--- src/rtl/core/sbsh_pkg.sv ---
package sbsh_pkg;

  localparam int unsigned BlockBytes = 64;
  localparam int unsigned DigestWords = 8;

  localparam logic [7:0] PadMark = 8'h80;

  // byte position at which the length field starts, minus one
  localparam logic [5:0] LenStartM1 = 6'd55;
  localparam logic [5:0] LastPos = 6'd63;
  localparam logic [5:0] LastRound = 6'd63;
  localparam logic [2:0] LastWord = 3'd7;

  typedef enum logic [6:0] {
    StIdle  = 7'b0000001,
    StMark  = 7'b0000010,
    StZero  = 7'b0000100,
    StLen   = 7'b0001000,
    StRound = 7'b0010000,
    StFold  = 7'b0100000,
    StOut   = 7'b1000000
  } state_e;

  typedef logic [31:0] word_t;

  localparam word_t InitHash [DigestWords] = '{
    32'h6a09e667, 32'hbb67ae85, 32'h3c6ef372, 32'ha54ff53a,
    32'h510e527f, 32'h9b05688c, 32'h1f83d9ab, 32'h5be0cd19
  };

  localparam word_t RoundK [BlockBytes] = '{
    32'h428a2f98, 32'h71374491, 32'hb5c0fbcf, 32'he9b5dba5,
    32'h3956c25b, 32'h59f111f1, 32'h923f82a4, 32'hab1c5ed5,
    32'hd807aa98, 32'h12835b01, 32'h243185be, 32'h550c7dc3,
    32'h72be5d74, 32'h80deb1fe, 32'h9bdc06a7, 32'hc19bf174,
    32'he49b69c1, 32'hefbe4786, 32'h0fc19dc6, 32'h240ca1cc,
    32'h2de92c6f, 32'h4a7484aa, 32'h5cb0a9dc, 32'h76f988da,
    32'h983e5152, 32'ha831c66d, 32'hb00327c8, 32'hbf597fc7,
    32'hc6e00bf3, 32'hd5a79147, 32'h06ca6351, 32'h14292967,
    32'h27b70a85, 32'h2e1b2138, 32'h4d2c6dfc, 32'h53380d13,
    32'h650a7354, 32'h766a0abb, 32'h81c2c92e, 32'h92722c85,
    32'ha2bfe8a1, 32'ha81a664b, 32'hc24b8b70, 32'hc76c51a3,
    32'hd192e819, 32'hd6990624, 32'hf40e3585, 32'h106aa070,
    32'h19a4c116, 32'h1e376c08, 32'h2748774c, 32'h34b0bcb5,
    32'h391c0cb3, 32'h4ed8aa4a, 32'h5b9cca4f, 32'h682e6ff3,
    32'h748f82ee, 32'h78a5636f, 32'h84c87814, 32'h8cc70208,
    32'h90befffa, 32'ha4506ceb, 32'hbef9a3f7, 32'hc67178f2
  };

  function automatic word_t big_sigma0(input word_t x);
    big_sigma0 = {x[1:0], x[31:2]} ^ {x[12:0], x[31:13]} ^ {x[21:0], x[31:22]};
  endfunction

  function automatic word_t big_sigma1(input word_t x);
    big_sigma1 = {x[5:0], x[31:6]} ^ {x[10:0], x[31:11]} ^ {x[24:0], x[31:25]};
  endfunction

  function automatic word_t small_sigma0(input word_t x);
    small_sigma0 = {x[6:0], x[31:7]} ^ {x[17:0], x[31:18]} ^ {3'b000, x[31:3]};
  endfunction

  function automatic word_t small_sigma1(input word_t x);
    small_sigma1 = {x[16:0], x[31:17]} ^ {x[18:0], x[31:19]} ^ {10'b0, x[31:10]};
  endfunction

endpackage

--- src/rtl/core/sha256_byte_stream_hasher.sv ---
// channel    dir  tdata               tuser          tlast
// s_axis     in   [7:0] message_byte  byte_present   end_of_message
// m_axis     out  [31:0] digest_word  -              word_last
//
// one byte beat is taken per cycle while idle; the 64th byte of a block starts
// the shared round unit: 64 rounds at one a cycle, then a fold into the hash
// value. an end mark adds the pad bytes (up to 64, or 72 with an extra block)
// and a round pass with a fold for each padded block, then eight digest beats.
// tready is low while rounds, padding or output are running; output beats
// hold under m_axis_tready_i low. reset is asynchronous, active low, and loads
// the initial hash value.
module sha256_byte_stream_hasher
  import sbsh_pkg::*;
(
  input  logic        clk_i,
  input  logic        rst_ni,
  input  logic        s_axis_tvalid_i,
  output logic        s_axis_tready_o,
  input  logic [7:0]  s_axis_tdata_i,   // [7:0] message_byte
  input  logic        s_axis_tuser_i,   // [0] byte_present
  input  logic        s_axis_tlast_i,   // end_of_message
  output logic        m_axis_tvalid_o,
  input  logic        m_axis_tready_i,
  output logic [31:0] m_axis_tdata_o,   // [31:0] digest_word
  output logic        m_axis_tlast_o    // word_last
);

  state_e       state_q, state_d;
  state_e       ret_q, ret_d;
  logic [5:0]   fill_q, fill_d;
  logic [63:0]  bits_q, bits_d;
  logic [5:0]   rnd_q, rnd_d;
  logic [2:0]   ocnt_q, ocnt_d;
  word_t        chain_q [DigestWords];
  word_t        chain_d [DigestWords];
  word_t        v_q [DigestWords];
  word_t        v_d [DigestWords];
  logic [511:0] win_q, win_d;

  logic         s_hs, m_hs;
  logic         shift_en;
  logic [7:0]   shift_byte;
  state_e       after;
  logic [63:0]  len_shifted;
  word_t        w0, w1, w9, w14, w_new;
  word_t        t1, t2, ch, maj;

  assign s_hs = s_axis_tvalid_i && s_axis_tready_o;
  assign m_hs = m_axis_tvalid_o && m_axis_tready_i;

  assign s_axis_tready_o = (state_q == StIdle);
  assign m_axis_tvalid_o = (state_q == StOut);
  assign m_axis_tdata_o  = chain_q[ocnt_q];
  assign m_axis_tlast_o  = (state_q == StOut) && (ocnt_q == LastWord);

  // length field goes out most significant byte first
  assign len_shifted = bits_q << {fill_q[2:0], 3'b000};

  // schedule window: word j sits at win_q[511-32j -: 32]
  assign w0  = win_q[511:480];
  assign w1  = win_q[479:448];
  assign w9  = win_q[223:192];
  assign w14 = win_q[63:32];
  assign w_new = small_sigma1(w14) + w9 + small_sigma0(w1) + w0;

  assign ch  = (v_q[4] & v_q[5]) ^ (~v_q[4] & v_q[6]);
  assign maj = (v_q[0] & v_q[1]) ^ (v_q[0] & v_q[2]) ^ (v_q[1] & v_q[2]);
  assign t1  = v_q[7] + big_sigma1(v_q[4]) + ch + RoundK[rnd_q] + w0;
  assign t2  = big_sigma0(v_q[0]) + maj;

  always_comb begin
    state_d    = state_q;
    ret_d      = ret_q;
    fill_d     = fill_q;
    bits_d     = bits_q;
    rnd_d      = rnd_q;
    ocnt_d     = ocnt_q;
    chain_d    = chain_q;
    v_d        = v_q;
    win_d      = win_q;
    shift_en   = 1'b0;
    shift_byte = 8'h00;
    after      = state_q;

    case (state_q)
      StIdle: begin
        if (s_hs) begin
          after = s_axis_tlast_i ? StMark : StIdle;
          if (s_axis_tuser_i) begin
            shift_en   = 1'b1;
            shift_byte = s_axis_tdata_i;
            bits_d     = bits_q + 64'd8;
          end else begin
            state_d = after;
          end
        end
      end
      StMark: begin
        shift_en   = 1'b1;
        shift_byte = PadMark;
        after      = (fill_q == LenStartM1) ? StLen : StZero;
      end
      StZero: begin
        shift_en = 1'b1;
        after    = (fill_q == LenStartM1) ? StLen : StZero;
      end
      StLen: begin
        shift_en   = 1'b1;
        shift_byte = len_shifted[63:56];
        after      = (fill_q == LastPos) ? StOut : StLen;
      end
      StRound: begin
        v_d[7] = v_q[6];
        v_d[6] = v_q[5];
        v_d[5] = v_q[4];
        v_d[4] = v_q[3] + t1;
        v_d[3] = v_q[2];
        v_d[2] = v_q[1];
        v_d[1] = v_q[0];
        v_d[0] = t1 + t2;
        win_d  = {win_q[479:0], w_new};
        rnd_d  = rnd_q + 6'd1;
        if (rnd_q == LastRound) begin
          state_d = StFold;
        end
      end
      StFold: begin
        for (int i = 0; i < DigestWords; i++) begin
          chain_d[i] = chain_q[i] + v_q[i];
        end
        state_d = ret_q;
      end
      StOut: begin
        if (m_hs) begin
          ocnt_d = ocnt_q + 3'd1;
          if (ocnt_q == LastWord) begin
            state_d = StIdle;
            chain_d = InitHash;
            bits_d  = '0;
            fill_d  = '0;
          end
        end
      end
      default: begin
        state_d = StIdle;
      end
    endcase

    if (shift_en) begin
      win_d = {win_q[503:0], shift_byte};
      if (fill_q == LastPos) begin
        // block complete: hand it to the round unit
        fill_d  = '0;
        state_d = StRound;
        ret_d   = after;
        rnd_d   = '0;
        v_d     = chain_q;
      end else begin
        fill_d  = fill_q + 6'd1;
        state_d = after;
      end
    end
  end

  always_ff @(posedge clk_i or negedge rst_ni) begin
    if (!rst_ni) begin
      state_q <= StIdle;
      ret_q   <= StIdle;
      fill_q  <= '0;
      bits_q  <= '0;
      rnd_q   <= '0;
      ocnt_q  <= '0;
      chain_q <= InitHash;
    end else begin
      state_q <= state_d;
      ret_q   <= ret_d;
      fill_q  <= fill_d;
      bits_q  <= bits_d;
      rnd_q   <= rnd_d;
      ocnt_q  <= ocnt_d;
      chain_q <= chain_d;
    end
  end

  always_ff @(posedge clk_i) begin
    v_q   <= v_d;
    win_q <= win_d;
  end

  a_out_blocks_in: assert property (@(posedge clk_i) disable iff (!rst_ni)
    m_axis_tvalid_o |-> !s_axis_tready_o)
    else $error("input taken while digest is being sent");

  a_round_to_fold: assert property (@(posedge clk_i) disable iff (!rst_ni)
    (state_q == StRound && rnd_q == LastRound) |=> (state_q == StFold))
    else $error("round unit did not fold after the last round");

  a_len_ends_block: assert property (@(posedge clk_i) disable iff (!rst_ni)
    (state_q == StLen) |-> (fill_q >= 6'd56))
    else $error("length field outside the last eight bytes");

  a_digest_restart: assert property (@(posedge clk_i) disable iff (!rst_ni)
    (m_hs && m_axis_tlast_o) |=> (state_q == StIdle && fill_q == '0 && bits_q == '0))
    else $error("hasher not restarted after the digest");

  a_fill_zero_out: assert property (@(posedge clk_i) disable iff (!rst_ni)
    m_axis_tvalid_o |-> (fill_q == '0))
    else $error("digest sent with a partly filled block");

endmodule
--- config.mk ---
export PLATFORM = sky130hd
export DESIGN_NAME = sha256_byte_stream_hasher
export DESIGN_NICKNAME = d
export VERILOG_FILES = /design/src/rtl/core/sbsh_pkg.sv /design/src/rtl/core/sha256_byte_stream_hasher.sv
export SDC_FILE = /design/constraint.sdc
export NUM_CORES = 2
export LEC_CHECK = 0
export BUFFER_PORTS_ARGS = -buffer_cell sky130_fd_sc_hd__buf_2
export CAP_MARGIN = 20
export CORE_ASPECT_RATIO = 0.8
export CORE_UTILIZATION = 59
export CTS_CLUSTER_SIZE = 40
export DETAILED_ROUTE_END_ITERATION = 12
export PLACE_DENSITY_LB_ADDON = 0.25
export SKIP_LAST_GASP = 1
export SYNTH_ARGS = -nofsm -noshare
export SYNTH_HDL_FRONTEND = slang
export SYNTH_SLANG_ARGS = --single-unit
--- constraint.sdc ---
create_clock -name clk_i -period 13.65 [get_ports clk_i]
set_input_delay 2.73 -clock clk_i [delete_from_list [all_inputs] [get_ports clk_i]]
set_output_delay 2.73 -clock clk_i [all_outputs]
set_load 0.01 [all_outputs]
==> impl_metrics.py <==
metrics = {
    "timing": {
        "setup_tns_ns": 0,
        "fin_crit_ns": 9.853,
        "worstMarginPinSlew_ns": 1.215,
        "hold_viol": 0,
        "max_freq_mhz": 101.5,
        "skew_ns": 0.04521,
        "fin_crit_sh_pct": 72.18,
        "rsz0062_at_grt": "no",
        "maxSlewViolCount": 0,
        "setup_viol": 0,
        "maxSlewHeadroom_pct": 18.54,
    },
    "clock_network": {
        "clk_latency_ns": 0.78,
        "cts-buffers-inserted": 114,
        "cts-resized-gates": 0,
        "cts_htree_levels": 3,
        "cts_setup_buffers": 0,
        "cts_root_buffer": "clkbuf_16",
        "clk_pin_slew_ns": 0.06,
        "clock_path_buffers": 3,
        "cts_hold_buf": 0,
        "cts_sinks": 1114,
        "cts_tree": "built",
    },
    "route": {
        "vias": 64540,
        "wl_per_cell_um": 23.36,
        "drtAntennaViolNets": 0,
        "drt_iter0_drc": 8499,
        "routed_wl_um": 241900,
        "first_pass_iters": 6,
        "viasPerCell": 6.232,
        "drc_errors": 0,
    },
    "grt": {
        "grtUsageTotal_pct": 36.62,
        "grt_max_degree": 186,
        "grt_pass1_vias": 59460,
        "antenna_found_initial": 6,
        "grt_pass1_wl_um": 365700,
        "grt_overflow": 0,
    },
    "critical_path": {
        "crit_arrival_ns": 10.55,
        "critPathCaptureType": "register",
        "cp_slowest_stage_delay_ns": 0.84,
        "crit_slowest_cell": "dfrtp_1",
        "r2r_slack_ns": 3.80,
        "cpMostUsedCell": "inv_1",
        "worstPathRequired_ns": 14.34,
        "worstSetupStartpointType": "register",
        "critPathMaxFanout": 21,
        "critPathKind": "register to register",
    },
    "floorplan": {
        "initial_core_util_pct": 59.61,
        "ios": 49,
        "die_x_um": 403.5,
        "fp-row-count": 117,
        "die-area_um2": 130400,
        "fp.dieH_um": 323.2,
        "core-area_um2": 127700,
    },
    "power": {
        "leakage_uw": 0.03541,
        "peakVddDrop_mv": 0.2946,
        "pwr-share-comb_pct": 50.0,
        "power.internal_uw": 9340,
        "power_switching_share_pct": 43.27,
        "p_seq_share_pct": 30.5,
        "powerDensity_nw_per_um2": 202.8,
        "p_sw_uw": 7122,
        "clockPowerShare_pct": 19.5,
    },
    "min_path": {
        "min_path_type": "register to register",
    },
    "finish": {
        "drive_above_1_share_pct": 7.430,
        "fin_cells": 10360,
        "area_delta_synth_final_pct": 6.679,
        "layout.nets": 9135,
    },
    "placed_design": {
        "io_buffers": 48,
        "dp_hpwl_um": 175500,
        "place_congestion": 1.027,
        "dp.cells": 10130,
    },
    "yosys": {
        "yosysUniqueCellTypes": 85,
        "synth-main-ff-cell": "edfxtp_1",
        "synth_nets": 9403,
        "synth-seq-cells": 1114,
        "syn_inst": 8795,
        "synth_edf_count": 512,
        "yosysSeqAreaShare_pct": 38.55,
        "async_flop_share_pct": 31.06,
        "ys_warn_count": 0,
        "netlist_area_um2": 76090,
        "syn_area_per_cell_um2": 8.651,
    },
    "run_status": {
        "status": "finished clean",
    },
    "run": {
        "maxCapViolations": 0,
    },
}
-- final cells by class --
| cell class | count | area, µm² |
|---|---|---|
| clock buffers | 149 | 3114 |
| repair buffers | 137 | 991.0 |
| well taps | 1725 | 2158 |
| fillers | 10880 | 46480 |
| flip-flops and latches | 1114 | 29340 |
| multi-input cells | 6648 | 42970 |
| clock inverters | 67 | 673.1 |
| diodes | 3 | 7.507 |
| inverters | 512 | 1922 |
-- cells by family after synthesis --
| group | count (synthesis) | share of synthesized area (%) |
|---|---|---|
| AND/OR/NAND/NOR | 3304 | 17.97 |
| AO/OA/AOI/OAI | 1945 | 15.61 |
| buffers and inverters | 1033 | 5.103 |
| flip-flops | 1114 | 38.55 |
| XOR/XNOR | 628 | 7.247 |
| multiplexers | 174 | 3.792 |
| adder cells (fa/ha/maj) | 597 | 11.73 |
-- cells in the mapped netlist (208+ instances only) --
| library cell | count | area share, % |
|---|---|---|
| dfxtp_1 | 256 | 6.7 |
| edfxtp_1 | 512 | 20 |
| dfrtp_1 | 208 | 6.8 |
| nor2_1 | 592 | 2.9 |
| a31oi_1 | 240 | 2.0 |
| a21oi_1 | 513 | 3.4 |
| clkbuf_1 | 475 | 2.3 |
| xnor2_1 | 361 | 4.2 |
| ha_1 | 399 | 6.6 |
| nand2_1 | 2091 | 10 |
| inv_1 | 512 | 2.5 |
| xor2_1 | 266 | 3.1 |
| o21ai_0 | 558 | 3.7 |
-- path summary, 6_finish.rpt --
kind	from	endpoint	cells past startpoint
max in group asynchronous	rst_ni	chain_q[36]	3
min in group asynchronous	rst_ni	chain_q[222]	1
hold reg to reg	chain_q[223]	chain_q[223]	2
setup reg to reg	rnd_q[1]	v_q[255]	31
hold / removal	chain_q[223]	chain_q[223]	2
setup / recovery	rnd_q[1]	v_q[255]	31
-- worst max-delay path: cells and delay by family (launching register included) --
kind / cells / cell delay [ns]
AO/OA/AOI/OAI: 12 / 2.88
buffers and inverters: 5 / 0.66
XOR/XNOR: 2 / 0.58
AND/OR/NAND/NOR: 5 / 1.58
multiplexers: 1 / 0.51
adder cells (fa/ha/maj): 6 / 2.73
flip-flops: 1 / 0.84
-- cell usage in the layout, fill, tap and decap left out, drive strengths merged, types with 195 or more instances in the layout --
cell type     n
xor2        266
nand2      2091
a21oi       514
fa          195
edfxtp      512
a31oi       240
nor2        592
a21o        203
dfrtp       208
xnor2       361
inv         513
ha          399
o21ai       560
dfxtp       256
-- power by group through the flow --
| stage | Clock, µW | Combinational, µW | Sequential, µW |
|---|---|---|---|
| final | 3220 | 8220 | 5020 |
| after global routing | 3370 | 8980 | 5060 |
| after CTS | 3250 | 7990 | 4990 |
| after detailed placement | 0 | 7910 | 5050 |
| after global placement | 0 | 7800 | 5040 |
| after floorplan | 0 | 5860 | 4950 |
-- metrics by stage --
step,setup WS (ns),hold WS [ns],total power (µW),utilization [%],cell area [µm²]
final,3.797,0.4834,16460,63.59,81170
after global routing,3.241,0.5016,17410,63.58,81160
after CTS,4.019,0.4807,16230,63.56,81140
after detailed placement,4.079,0.4665,12960,60.59,77350
after global placement,4.128,0.4627,12840,60.59,77340
after floorplan,3.070,0.4484,10800,-,76090
-- sequential cells by signal (all words and copies together) (netlist names) --
register	count
bits_q	61
chain_q	256
fill_q	6
ocnt_q	3
ret_q	7
rnd_q	6
state_q	7
v_q	256
win_q	512
-- layer usage --
layer	global-route usage (%)	up-vias	routed length (µm)	part of all wire, %
met5	0	-	34	0.014
met2	49.10	3167	95920	40
met1	56.77	31330	109400	45
met4	9.768	4	6681	2.8
li1	-	29620	-	-
met3	10.56	417	29870	12
No activity file was read; power rests on OpenSTA's default activity.
